==> config.mk <==
export PLATFORM = sky130hd
export DESIGN_NAME = pedal_plausibility_ready_to_drive
export DESIGN_NICKNAME = d
export VERILOG_FILES = /design/src/hw/rtl/pprtd_pkg.sv /design/src/hw/rtl/pprtd_cfg.sv /design/src/hw/rtl/pprtd_front.sv /design/src/hw/rtl/pprtd_ctrl.sv /design/src/hw/rtl/pedal_plausibility_ready_to_drive.sv
export VERILOG_INCLUDE_DIRS = /design/src /design/src/hw/rtl
export SDC_FILE = /design/constraint.sdc
export NUM_CORES = 2
export LEC_CHECK = 0
export BUFFER_PORTS_ARGS = -buffer_cell sky130_fd_sc_hd__buf_2
export CAP_MARGIN = 30
export CORE_AREA = 2 2 322 324
export CTS_CLUSTER_DIAMETER = 80
export DETAILED_ROUTE_END_ITERATION = 12
export DIE_AREA = 0 0 324 326
export GPL_ROUTABILITY_DRIVEN = 1
export PLACE_DENSITY = 0.81
export SETUP_SLACK_MARGIN = 0.15
export SLEW_MARGIN = 20
export SYNTH_ARGS = -nofsm -noshare
export SYNTH_HDL_FRONTEND = slang
export SYNTH_SLANG_ARGS = --single-unit
==> constraint.sdc <==
create_clock -name aclk -period 15.4 [get_ports aclk]
set_clock_uncertainty 0.15 [all_clocks]
set_input_delay 2.31 -clock aclk [delete_from_list [all_inputs] [get_ports aclk]]
set_output_delay 2.31 -clock aclk [all_outputs]
set_load 0.005 [all_outputs]
==> src/hw/rtl/pedal_plausibility_ready_to_drive_defines.svh <==
// Assertion macros for the pedal plausibility RTL, used by the state stage (pprtd_ctrl).
`ifndef PEDAL_PLAUSIBILITY_READY_TO_DRIVE_DEFINES_SVH
`define PEDAL_PLAUSIBILITY_READY_TO_DRIVE_DEFINES_SVH

`ifndef SYNTH

// Same-cycle implication check
`define PPRTD_ASSERT_IMP(lbl, clk, rstn, ante, cons) \
    lbl: assert property (@(posedge clk) disable iff (!rstn) (ante) |-> (cons)) \
        else $error("pprtd: same-cycle check failed");

// Next-cycle implication check
`define PPRTD_ASSERT_NXT(lbl, clk, rstn, ante, cons) \
    lbl: assert property (@(posedge clk) disable iff (!rstn) (ante) |=> (cons)) \
        else $error("pprtd: next-cycle check failed");

`else

`define PPRTD_ASSERT_IMP(lbl, clk, rstn, ante, cons)
`define PPRTD_ASSERT_NXT(lbl, clk, rstn, ante, cons)

`endif

`endif

==> src/hw/rtl/pprtd_pkg.sv <==
// Shared types and constants for the pedal plausibility / ready-to-drive block.
package pprtd_pkg;

    // Configuration port
    localparam int CFG_ADDR_W = 3;
    localparam int CFG_DATA_W = 16;

    typedef enum logic [CFG_ADDR_W-1:0] {
        REG_SAMPLE_PERIOD = 3'd0,
        REG_IMPL_LIMIT    = 3'd1,
        REG_BUZZER_MS     = 3'd2,
        REG_LOCKOUT_MS    = 3'd3,
        REG_BRAKE_THR     = 3'd4,
        REG_PEDAL_THR     = 3'd5
    } pprtd_reg_t;

    // Register reset values
    localparam logic [15:0] RST_SAMPLE_PERIOD = 16'd1000;
    localparam logic [15:0] RST_IMPL_LIMIT    = 16'd100;
    localparam logic [15:0] RST_BUZZER_MS     = 16'd1000;
    localparam logic [15:0] RST_LOCKOUT_MS    = 16'd10000;
    localparam logic [14:0] RST_BRAKE_THR     = 15'd13107;
    localparam logic [14:0] RST_PEDAL_THR     = 15'd1638;

    // Limits in microseconds: (ms + 1) * 1000 fits in 27 bits
    localparam int LIM_W = 27;
    // Lockout duration in microseconds before saturation: ms * 1000 fits in 26 bits
    localparam int LOCK_W = 26;

    // Positions: Q.14, offset by 0.125 (2048) so they stay unsigned in the datapath
    localparam int POS_W = 15;
    localparam logic [15:0] POS_OFFSET = 16'd2048;
    // 5 * |diff| must exceed 1.0 in Q.14
    localparam logic [17:0] DIFF_LIMIT = 18'd16384;

    // Result word layout
    localparam int OUT_DATA_W    = 24;
    localparam int OUT_BUZZER    = 0;
    localparam int OUT_RUNNING   = 1;
    localparam int OUT_IMPLAUS   = 2;
    localparam int OUT_SHUTDOWN  = 3;
    localparam int OUT_AVG_LSB   = 4;

    // Live configuration as seen by the datapath
    typedef struct packed {
        logic [15:0]      period;
        logic [14:0]      pedal_thr;
        logic [14:0]      brake_thr;
        logic [LIM_W-1:0] imp_lim_us;
        logic [LIM_W-1:0] buz_lim_us;
    } pprtd_cfg_t;

    // Per-sample evaluation handed to the state stage
    typedef struct packed {
        logic        check_fail;  // plausibility check active and failing
        logic        arm;         // brake pressed with cockpit switch
        logic [15:0] avg;         // signed Q.14 throttle mean
    } pprtd_eval_t;

endpackage

==> src/hw/rtl/pprtd_cfg.sv <==
// Configuration registers and derived microsecond limits.
module pprtd_cfg
    import pprtd_pkg::*;
#(
    parameter int TIMER_BITS = 32
) (
    input  logic                  aclk,
    input  logic                  aresetn,
    input  logic                  cfg_wr_en,
    input  logic [CFG_ADDR_W-1:0] cfg_addr,
    input  logic [CFG_DATA_W-1:0] cfg_wdata,
    output pprtd_cfg_t            cfg,
    output logic [TIMER_BITS-1:0] lockout_us
);

    localparam int SAT_W = (TIMER_BITS > LOCK_W) ? TIMER_BITS : LOCK_W;

    logic [15:0] period_reg;
    logic [15:0] imp_ms_reg;
    logic [15:0] buz_ms_reg;
    logic [15:0] lock_ms_reg;
    logic [14:0] brake_thr_reg;
    logic [14:0] pedal_thr_reg;

    logic [LIM_W-1:0]      imp_lim_reg, imp_lim_next;
    logic [LIM_W-1:0]      buz_lim_reg, buz_lim_next;
    logic [TIMER_BITS-1:0] lock_us_reg, lock_us_next;

    logic [LOCK_W-1:0] lock_prod;
    logic [SAT_W-1:0]  lock_wide;
    logic [SAT_W-1:0]  timer_max;
    logic [SAT_W-1:0]  lock_sat;

    // Register writes
    always_ff @(posedge aclk) begin
        if (!aresetn) begin
            period_reg    <= RST_SAMPLE_PERIOD;
            imp_ms_reg    <= RST_IMPL_LIMIT;
            buz_ms_reg    <= RST_BUZZER_MS;
            lock_ms_reg   <= RST_LOCKOUT_MS;
            brake_thr_reg <= RST_BRAKE_THR;
            pedal_thr_reg <= RST_PEDAL_THR;
        end else if (cfg_wr_en) begin
            case (pprtd_reg_t'(cfg_addr))
                REG_SAMPLE_PERIOD: period_reg    <= cfg_wdata;
                REG_IMPL_LIMIT:    imp_ms_reg    <= cfg_wdata;
                REG_BUZZER_MS:     buz_ms_reg    <= cfg_wdata;
                REG_LOCKOUT_MS:    lock_ms_reg   <= cfg_wdata;
                REG_BRAKE_THR:     brake_thr_reg <= cfg_wdata[14:0];
                REG_PEDAL_THR:     pedal_thr_reg <= cfg_wdata[14:0];
                default: ;
            endcase
        end
    end

    // Time limits: floor(t/1000) > ms  <=>  t >= (ms + 1) * 1000
    assign imp_lim_next = (LIM_W'(imp_ms_reg) + LIM_W'(1)) * LIM_W'(1000);
    assign buz_lim_next = (LIM_W'(buz_ms_reg) + LIM_W'(1)) * LIM_W'(1000);

    // Lockout length, saturated to the timer width
    assign lock_prod    = LOCK_W'(lock_ms_reg) * LOCK_W'(1000);
    assign lock_wide    = SAT_W'(lock_prod);
    assign timer_max    = SAT_W'({TIMER_BITS{1'b1}});
    assign lock_sat     = (lock_wide > timer_max) ? timer_max : lock_wide;
    assign lock_us_next = lock_sat[TIMER_BITS-1:0];

    // Derived values follow the registers in the next cycle
    always_ff @(posedge aclk) begin
        imp_lim_reg <= imp_lim_next;
        buz_lim_reg <= buz_lim_next;
        lock_us_reg <= lock_us_next;
    end

    assign cfg.period     = period_reg;
    assign cfg.pedal_thr  = pedal_thr_reg;
    assign cfg.brake_thr  = brake_thr_reg;
    assign cfg.imp_lim_us = imp_lim_reg;
    assign cfg.buz_lim_us = buz_lim_reg;
    assign lockout_us     = lock_us_reg;

endmodule

==> src/hw/rtl/pprtd_front.sv <==
// Sample pipeline: input register, code-to-position scaling, range and plausibility flags.
module pprtd_front
    import pprtd_pkg::*;
#(
    parameter int ADC_BITS = 12
) (
    input  logic                aclk,
    input  logic                aresetn,
    input  logic                in_valid,
    output logic                in_ready,
    input  logic [ADC_BITS-1:0] app0_code,
    input  logic [ADC_BITS-1:0] app1_code,
    input  logic [ADC_BITS-1:0] brake_code,
    input  logic                cockpit_switch,
    input  pprtd_cfg_t          cfg,
    output logic                ev_valid,
    input  logic                ev_ready,
    output pprtd_eval_t         ev
);

    localparam longint unsigned FS = (64'd1 << ADC_BITS) - 64'd1;
    localparam int SH    = ADC_BITS + 1;      // reciprocal shift
    localparam int EST_W = ADC_BITS + 16;     // code * reciprocal
    localparam int NUM_W = ADC_BITS + 20;     // exact numerator
    localparam int RNG_W = ADC_BITS + 9;      // 330 * code

    // Voltage windows, exact in code units
    localparam logic [RNG_W-1:0] R0_LO = RNG_W'(25 * FS);
    localparam logic [RNG_W-1:0] R0_HI = RNG_W'(225 * FS);
    localparam logic [RNG_W-1:0] R1_LO = RNG_W'(30 * FS);
    localparam logic [RNG_W-1:0] R1_HI = RNG_W'(270 * FS);

    // Stage valids and advance enables
    logic v1_reg, v2_reg, v3_reg, v4_reg, v5_reg;
    logic adv1, adv2, adv3, adv4, adv5;

    // Stage 1: input register
    logic [ADC_BITS-1:0] c1_reg [3];
    logic                sw1_reg;

    // Stage 2: reciprocal estimate and exact numerator
    logic [EST_W-1:0] est_c  [3];
    logic [NUM_W-1:0] num_c  [3];
    logic [EST_W-1:0] est2_reg [3];
    logic [NUM_W-1:0] num2_reg [3];
    logic             bad2_reg, sw2_reg;
    logic [RNG_W-1:0] v0_scaled, v1_scaled;
    logic             range_bad;

    // Stage 3: quotient estimate and (q + 1) * D
    logic [POS_W-1:0] q0_c  [3];
    logic [NUM_W-1:0] qd_c  [3];
    logic [POS_W-1:0] q3_reg [3];
    logic [NUM_W-1:0] qd3_reg [3];
    logic [NUM_W-1:0] num3_reg [3];
    logic             bad3_reg, sw3_reg;

    // Stage 4: corrected positions
    logic [POS_W-1:0] q_c   [3];
    logic [POS_W-1:0] q4_reg [3];
    logic             bad4_reg, sw4_reg;

    // Stage 5: evaluation
    pprtd_eval_t ev_next, ev_reg;
    logic [15:0] diff;
    logic [17:0] diff5;
    logic [15:0] pedal_lim, brake_lim;
    logic        pedal_over, diff_big;
    logic [16:0] sum_q;

    // Ready chain: a stage loads when empty or when its content moves on
    assign adv5     = !v5_reg || ev_ready;
    assign adv4     = !v4_reg || adv5;
    assign adv3     = !v3_reg || adv4;
    assign adv2     = !v2_reg || adv3;
    assign adv1     = !v1_reg || adv2;
    assign in_ready = adv1;

    always_ff @(posedge aclk) begin
        if (!aresetn) begin
            v1_reg <= 1'b0;
            v2_reg <= 1'b0;
            v3_reg <= 1'b0;
            v4_reg <= 1'b0;
            v5_reg <= 1'b0;
        end else begin
            if (adv1) v1_reg <= in_valid;
            if (adv2) v2_reg <= v1_reg;
            if (adv3) v3_reg <= v2_reg;
            if (adv4) v4_reg <= v3_reg;
            if (adv5) v5_reg <= v4_reg;
        end
    end

    // Sensor range windows
    assign v0_scaled = RNG_W'(c1_reg[0]) * RNG_W'(330);
    assign v1_scaled = RNG_W'(c1_reg[1]) * RNG_W'(330);
    assign range_bad = !((v0_scaled > R0_LO) && (v0_scaled < R0_HI)) ||
                       !((v1_scaled > R1_LO) && (v1_scaled < R1_HI));

    // Per-sensor scaling lanes; lane 1 is the second pedal sensor
    // pos = floor((A*c + B) / D), via reciprocal estimate plus one correction step
    for (genvar i = 0; i < 3; i++) begin : g_lane
        localparam longint unsigned LA = (i == 1) ? 64'd45056 : 64'd270336;
        localparam longint unsigned LB = (i == 1) ? FS : 5 * FS;
        localparam longint unsigned LD = (i == 1) ? 2 * FS : 10 * FS;
        localparam longint unsigned LM = (LA << SH) / LD;

        assign est_c[i] = EST_W'(c1_reg[i]) * EST_W'(LM);
        assign num_c[i] = NUM_W'(c1_reg[i]) * NUM_W'(LA) + NUM_W'(LB);
        assign q0_c[i]  = est2_reg[i][EST_W-1:SH];
        assign qd_c[i]  = (NUM_W'(q0_c[i]) + NUM_W'(1)) * NUM_W'(LD);
        assign q_c[i]   = q3_reg[i] + POS_W'(num3_reg[i] >= qd3_reg[i]);
    end

    // Datapath registers
    always_ff @(posedge aclk) begin
        if (adv1) begin
            c1_reg[0] <= app0_code;
            c1_reg[1] <= app1_code;
            c1_reg[2] <= brake_code;
            sw1_reg   <= cockpit_switch;
        end
        if (adv2) begin
            for (int i = 0; i < 3; i++) begin
                est2_reg[i] <= est_c[i];
                num2_reg[i] <= num_c[i];
            end
            bad2_reg <= range_bad;
            sw2_reg  <= sw1_reg;
        end
        if (adv3) begin
            for (int i = 0; i < 3; i++) begin
                q3_reg[i]   <= q0_c[i];
                qd3_reg[i]  <= qd_c[i];
                num3_reg[i] <= num2_reg[i];
            end
            bad3_reg <= bad2_reg;
            sw3_reg  <= sw2_reg;
        end
        if (adv4) begin
            for (int i = 0; i < 3; i++) begin
                q4_reg[i] <= q_c[i];
            end
            bad4_reg <= bad3_reg;
            sw4_reg  <= sw3_reg;
        end
        if (adv5) begin
            ev_reg <= ev_next;
        end
    end

    // Plausibility and arming flags, throttle mean
    assign diff       = (q4_reg[0] >= q4_reg[1]) ? 16'(q4_reg[0] - q4_reg[1])
                                                 : 16'(q4_reg[1] - q4_reg[0]);
    assign diff5      = (18'(diff) << 2) + 18'(diff);
    assign diff_big   = diff5 > DIFF_LIMIT;
    assign pedal_lim  = 16'(cfg.pedal_thr) + POS_OFFSET;
    assign brake_lim  = 16'(cfg.brake_thr) + POS_OFFSET;
    assign pedal_over = (16'(q4_reg[0]) >= pedal_lim) || (16'(q4_reg[1]) >= pedal_lim);
    assign sum_q      = 17'(q4_reg[0]) + 17'(q4_reg[1]) + 17'd1;

    always_comb begin
        ev_next.check_fail = (pedal_over || bad4_reg) && (diff_big || bad4_reg);
        ev_next.arm        = (16'(q4_reg[2]) >= brake_lim) && sw4_reg;
        ev_next.avg        = sum_q[16:1] - POS_OFFSET;
    end

    assign ev_valid = v5_reg;
    assign ev       = ev_reg;

endmodule

==> src/hw/rtl/pprtd_ctrl.sv <==
// State stage: implausibility timer, shutdown and lockout, ready-to-drive sequence, result register.
`include "pedal_plausibility_ready_to_drive_defines.svh"

module pprtd_ctrl
    import pprtd_pkg::*;
#(
    parameter int TIMER_BITS = 32
) (
    input  logic                  aclk,
    input  logic                  aresetn,
    input  logic                  ev_valid,
    output logic                  ev_ready,
    input  pprtd_eval_t           ev,
    input  pprtd_cfg_t            cfg,
    input  logic [TIMER_BITS-1:0] lockout_us,
    output logic                  m_tvalid,
    input  logic                  m_tready,
    output logic [OUT_DATA_W-1:0] m_tdata
);

    localparam int CMP_W = (TIMER_BITS > LIM_W) ? TIMER_BITS : LIM_W;

    logic                  run_reg, run_next;
    logic                  iflag_reg, iflag_next;
    logic [TIMER_BITS-1:0] itime_reg, itime_next;
    logic                  rreq_reg, rreq_next;
    logic                  buzz_reg, buzz_next;
    logic [TIMER_BITS-1:0] btime_reg, btime_next;
    logic [TIMER_BITS-1:0] lock_reg, lock_next;
    logic                  m_valid_reg;
    logic [OUT_DATA_W-1:0] m_data_reg, m_data_next;

    logic                  accept;
    logic [TIMER_BITS-1:0] period_t;
    logic                  shut;
    logic                  started;

    // Saturating timer advance
    function automatic logic [TIMER_BITS-1:0] sat_add(input logic [TIMER_BITS-1:0] a,
                                                      input logic [TIMER_BITS-1:0] b);
        logic [TIMER_BITS:0] s;
        s = {1'b0, a} + {1'b0, b};
        return s[TIMER_BITS] ? {TIMER_BITS{1'b1}} : s[TIMER_BITS-1:0];
    endfunction

    assign ev_ready = !m_valid_reg || m_tready;
    assign accept   = ev_valid && ev_ready;
    assign period_t = TIMER_BITS'(cfg.period);

    // Next state for one sample
    always_comb begin
        run_next    = run_reg;
        iflag_next  = iflag_reg;
        itime_next  = itime_reg;
        rreq_next   = rreq_reg;
        buzz_next   = buzz_reg;
        btime_next  = btime_reg;
        lock_next   = lock_reg;
        shut        = 1'b0;
        started     = 1'b0;
        m_data_next = '0;

        if (lock_reg != '0) begin
            // Lockout: sample ignored, count remaining time down
            lock_next = (lock_reg > period_t) ? lock_reg - period_t : '0;
        end else begin
            // Implausibility timing while running
            if (run_reg && ev.check_fail) begin
                if (!iflag_reg) begin
                    iflag_next = 1'b1;
                    itime_next = '0;
                end else begin
                    itime_next = sat_add(itime_reg, period_t);
                end
                if (CMP_W'(itime_next) >= CMP_W'(cfg.imp_lim_us)) begin
                    shut       = 1'b1;
                    run_next   = 1'b0;
                    iflag_next = 1'b0;
                    itime_next = '0;
                    lock_next  = lockout_us;
                end
            end else begin
                iflag_next = 1'b0;
                itime_next = '0;
            end

            // Ready-to-drive sequence, skipped on a shutdown sample
            if (!shut) begin
                rreq_next = rreq_reg || ev.arm;
                if (rreq_next && !run_reg && !buzz_reg) begin
                    buzz_next  = 1'b1;
                    btime_next = '0;
                    rreq_next  = 1'b0;
                    started    = 1'b1;
                end
                if (buzz_next) begin
                    if (!started) begin
                        btime_next = sat_add(btime_reg, period_t);
                    end
                    if (CMP_W'(btime_next) >= CMP_W'(cfg.buz_lim_us)) begin
                        buzz_next = 1'b0;
                        run_next  = 1'b1;
                    end
                end
            end

            m_data_next[OUT_BUZZER]   = buzz_next;
            m_data_next[OUT_RUNNING]  = run_next;
            m_data_next[OUT_IMPLAUS]  = iflag_next || shut;
            m_data_next[OUT_SHUTDOWN] = shut;
            m_data_next[OUT_AVG_LSB +: 16] = ev.avg;
        end
    end

    // State and result registers
    always_ff @(posedge aclk) begin
        if (!aresetn) begin
            run_reg     <= 1'b0;
            iflag_reg   <= 1'b0;
            itime_reg   <= '0;
            rreq_reg    <= 1'b0;
            buzz_reg    <= 1'b0;
            btime_reg   <= '0;
            lock_reg    <= '0;
            m_valid_reg <= 1'b0;
        end else begin
            if (accept) begin
                run_reg   <= run_next;
                iflag_reg <= iflag_next;
                itime_reg <= itime_next;
                rreq_reg  <= rreq_next;
                buzz_reg  <= buzz_next;
                btime_reg <= btime_next;
                lock_reg  <= lock_next;
            end
            if (accept) begin
                m_valid_reg <= 1'b1;
            end else if (m_tready) begin
                m_valid_reg <= 1'b0;
            end
        end
    end

    always_ff @(posedge aclk) begin
        if (accept) begin
            m_data_reg <= m_data_next;
        end
    end

    assign m_tvalid = m_valid_reg;
    assign m_tdata  = m_data_reg;

    // Running and buzzing are exclusive phases
    `PPRTD_ASSERT_IMP(a_run_buzz_excl, aclk, aresetn, run_reg, !buzz_reg)
    // Implausibility is only timed while running
    `PPRTD_ASSERT_IMP(a_iflag_needs_run, aclk, aresetn, iflag_reg, run_reg)
    // A sample taken during lockout yields an all-zero result
    `PPRTD_ASSERT_NXT(a_lockout_zero, aclk, aresetn, accept && (lock_reg != '0),
                      m_data_reg == '0)
    // A shutdown transfer leaves the vehicle stopped and starts the lockout
    `PPRTD_ASSERT_NXT(a_shut_locks, aclk, aresetn, accept && shut,
                      !run_reg && (lock_reg == lockout_us))

endmodule

==> src/hw/rtl/pedal_plausibility_ready_to_drive.sv <==
// Top level of the pedal plausibility check with ready-to-drive sequencing.
//
// One sample (two pedal sensor codes, brake code, cockpit switch) is taken per
// transfer on the s_ side and produces exactly one result transfer on the m_ side.
// Samples may be sent every clock cycle while m_tready is held high. The input
// register and three more stages scale the codes to positions (reciprocal
// multiply, then one exact correction), one stage forms the plausibility and
// arming flags, and the last stage updates the timers and state and holds the
// result. While m_tready is low the six stages fill up and s_tready drops.
// Configuration registers are to be written through cfg_wr_en, cfg_addr and
// cfg_wdata only while no sample is in flight; the block itself does not enforce
// this. Derived limits are registered and follow a write in the next cycle.
module pedal_plausibility_ready_to_drive
    import pprtd_pkg::*;
#(
    parameter int ADC_BITS   = 12,
    parameter int TIMER_BITS = 32
) (
    input  logic                   aclk,
    input  logic                   aresetn,
    // Sample channel
    input  logic                   s_tvalid,
    output logic                   s_tready,
    // app0_code, app1_code, brake_code, cockpit_switch, zero fill
    input  logic [((3*ADC_BITS+8)/8)*8-1:0] s_tdata,
    // Result channel
    output logic                   m_tvalid,
    input  logic                   m_tready,
    // buzzer_on, running, implausible, shutdown, throttle_avg[15:0], zero fill
    output logic [OUT_DATA_W-1:0]  m_tdata,
    // Configuration writes
    input  logic                   cfg_wr_en,
    input  logic [CFG_ADDR_W-1:0]  cfg_addr,
    input  logic [CFG_DATA_W-1:0]  cfg_wdata
);

    pprtd_cfg_t            cfg;
    logic [TIMER_BITS-1:0] lockout_us;
    pprtd_eval_t           ev;
    logic                  ev_valid;
    logic                  ev_ready;

    logic [ADC_BITS-1:0] app0_code;
    logic [ADC_BITS-1:0] app1_code;
    logic [ADC_BITS-1:0] brake_code;
    logic                cockpit_switch;

    // Unpack the sample word
    assign app0_code      = s_tdata[ADC_BITS-1:0];
    assign app1_code      = s_tdata[2*ADC_BITS-1:ADC_BITS];
    assign brake_code     = s_tdata[3*ADC_BITS-1:2*ADC_BITS];
    assign cockpit_switch = s_tdata[3*ADC_BITS];

    pprtd_cfg #(
        .TIMER_BITS (TIMER_BITS)
    ) u_cfg (
        .aclk       (aclk),
        .aresetn    (aresetn),
        .cfg_wr_en  (cfg_wr_en),
        .cfg_addr   (cfg_addr),
        .cfg_wdata  (cfg_wdata),
        .cfg        (cfg),
        .lockout_us (lockout_us)
    );

    pprtd_front #(
        .ADC_BITS (ADC_BITS)
    ) u_front (
        .aclk           (aclk),
        .aresetn        (aresetn),
        .in_valid       (s_tvalid),
        .in_ready       (s_tready),
        .app0_code      (app0_code),
        .app1_code      (app1_code),
        .brake_code     (brake_code),
        .cockpit_switch (cockpit_switch),
        .cfg            (cfg),
        .ev_valid       (ev_valid),
        .ev_ready       (ev_ready),
        .ev             (ev)
    );

    pprtd_ctrl #(
        .TIMER_BITS (TIMER_BITS)
    ) u_ctrl (
        .aclk       (aclk),
        .aresetn    (aresetn),
        .ev_valid   (ev_valid),
        .ev_ready   (ev_ready),
        .ev         (ev),
        .cfg        (cfg),
        .lockout_us (lockout_us),
        .m_tvalid   (m_tvalid),
        .m_tready   (m_tready),
        .m_tdata    (m_tdata)
    );

endmodule

==> out/metrics.csv <==
metric,value,unit
global-route wire length before repair,236,mm
fmax,121,MHz
r2r setup slk,7.14,ns
worst-path fanout max,6,
post-synthesis sequential area ratio,26.6,%
Avg Synthesized Cell Area,9.97,um^2
total of max-cap violations,0,
Synth Cell Area,0.0659,mm^2
endpoint class of the critical path,flip-flop,
drt pass-1 iters,6,
via count,46700,
pin count of the biggest net entering global routing,104,
Nets,8435,
GP Congestion,0.925,
ranking of synthesized cells by area,"ha_1, edfxtp_1, fa_1",
Initial Util,64.2,%
final setup vio count,0,
final WL,143,mm
R2R Path Start,u_front.est2_reg[0][71],
final period utilization,53.7,%
DIE AREA,0.106,mm^2
Critical path destination,u_front.qd3_reg[0][92],
normalized max-slew margin,36.0,%
Critical Path Start,u_front.est2_reg[0][71],
Skew-Pair Late Insertion Delay,0.66,ns
CTS Buf Count,78,
R2R depth,27,
Post-synth ARST share,0,%
ANT nets after route,0,
most numerous cell in the Yosys netlist,inv_1,
CTS Buffer Depth,3,
filler cell count,7532,
count of pins over their slew limit,0,
# DRC,0,
most instantiated cells after synthesis,"inv_1, ha_1, fa_1, nand2_1, a21oi_1",
cell accounting for the most synthesized area,ha_1,
actual slew at the worst max-slew pin,0.956,ns
initial antenna violation count,4,
synthesized flop and latch total,674,
Arrival @ worst endpoint,8.51,ns
DP HPWL,114,mm
global route total overflow,0,
unrepaired setup endpoints after global routing,no,
yosys warns,0,
Post-CTS Setup Inserts,0,
post-synthesis cell count,6610,
post-DR vias/cell,5.73,
final setup TNS,0,ns
Final Hold Vio Count,0,
Clock Pin Slew Worst Setup and Hold Paths,0.06,ns
worst path required time,15.64,ns
max reg flops,79,
fin util,68.8,%
Core Region,0.103,mm^2
Area Growth Syn to Fin,7.04,%
Root Buffer,clkbuf_16,
critical path type,reg2reg,
die height,326,um
fin crit period,8.26,ns
status,"complete, no violations",
Reg2Reg Capture Point,u_front.qd3_reg[0][92],
Synth top area share,20.5,%
row cnt,118,
chip width,324,um
Synth Flop Type,edfxtp_1,
cts hold-fix bufs,0,
# resized after CTS,0,
HP Class,reg2reg,
CTS tree,yes,
clk sinks,674,
# IOs,90,
IO buf count,82,
H-tree depth,3,
post-DR wirelength/cell,17.6,um
share of layout cells above drive strength 1,4.67,%
Post-synth EDFFs,403,
Netlist cell types,103,
gr usage total,27.7,%
CP startpoint kind,flip-flop,
number of global-route vias before repair,47700,
Iter 0 DRT Violations,3018,
cell families (layout without fill, tap and decap cells):
group                      count (synthesis)  after routing  share of synthesized area (%)
muxes                                     30             30                          0.486
DFF                                      674            674                           26.6
adders and majority gates               1661           1661                           38.2
xor gates and xnor gates                 482            482                           6.40
buffers and inverters                   1255           1411                           7.22
and+or+nand+nor                         1414           1414                           10.3
other                                      1             10                        0.00569
AOI/OAI and AO/OA                       1093           1093                           10.8
critical path, cell delays in order (launching register included):
cell       delay, ns
edfxtp_1        0.54
and3_1          0.24
and3_1          0.21
nand3_1         0.11
nor2_1          0.24
nand4_1         0.21
nor2_1          0.18
xor2_1          0.66
inv_1           0.21
fa_1            0.54
inv_1           0.10
fa_1            0.54
fa_1            0.44
fa_1            0.53
fa_1            0.53
ha_1            0.31
ha_1            0.36
inv_1           0.09
o21bai_1        0.07
a21o_1          0.18
a21o_1          0.17
a21o_1          0.17
a21boi_0        0.35
o2111ai_1       0.31
nand2_1         0.15
o211ai_1        0.11
a21oi_1         0.18
xnor2_1         0.10
layout make-up:
| class | instances | area (um^2) | share of cell area, % |
|---|---|---|---|
| Multi-Input combinational cell | 4686 | 43700 | 61.9 |
| Tap cell | 1380 | 1730 | 2.45 |
| Clock inverter | 43 | 409 | 0.580 |
| Antenna cell | 4 | 10.0 | 0.0142 |
| Sequential cell | 674 | 17500 | 24.8 |
| Timing Repair Buffer | 112 | 701 | 0.993 |
| Inverter | 1158 | 4350 | 6.17 |
| Clock buffer | 98 | 2150 | 3.05 |
cell usage in the layout (no fill, tap or decap), drive strengths merged, types with 135 or more instances in the layout:
cell type,netlist,layout
a21o,135,135
o21ai,152,152
fa,583,583
xor2,170,170
ha,1078,1078
nand2,456,456
a21oi,413,413
nand3,180,180
dfxtp,271,271
xnor2,312,312
edfxtp,403,403
inv,1156,1165
nor2,281,281
routing by layer:
layer  GRT usage [%]  part of all wire [%]  wire length (um)  up-vias
met5               0                     0                 0        -
met4            9.08                   3.3              4710        0
met3            4.08                   5.3              7670      288
met2            48.1                    49             71000     1207
met1            35.4                    42             60100    22600
li1                -                     -                 -    22600
worst min-delay path by stage:
stage                                 start                 endpoint  slack (ns)  cells after the start
floorplan                  u_front.bad2_reg         u_front.bad3_reg        0.25                      0
global placement    u_front.num2_reg[0][95]  u_front.num3_reg[0][95]        0.25                      0
detailed placement  u_front.num2_reg[0][30]  u_front.num3_reg[0][30]        0.25                      0
finish              u_front.num2_reg[0][80]  u_front.num3_reg[0][80]        0.26                      0
CTS                 u_front.num2_reg[0][80]  u_front.num3_reg[0][80]        0.26                      0
global route        u_front.num2_reg[0][86]  u_front.num3_reg[0][86]        0.27                      0
through the flow:
stage	setup slack (ns)	instance area [um^2]	hold WS, ns	cells
after floorplan	8.06	65900	0.250	6615
after global placement	7.25	67800	0.250	7998
final	7.14	70600	0.262	8155
after global routing	6.53	70500	0.274	8152
after CTS	7.16	70400	0.263	8145
after detailed placement	7.18	67900	0.255	8004
Power is not shown: default switching activity piles up to over one toggle a cycle in this logic, so the estimate is an artifact.
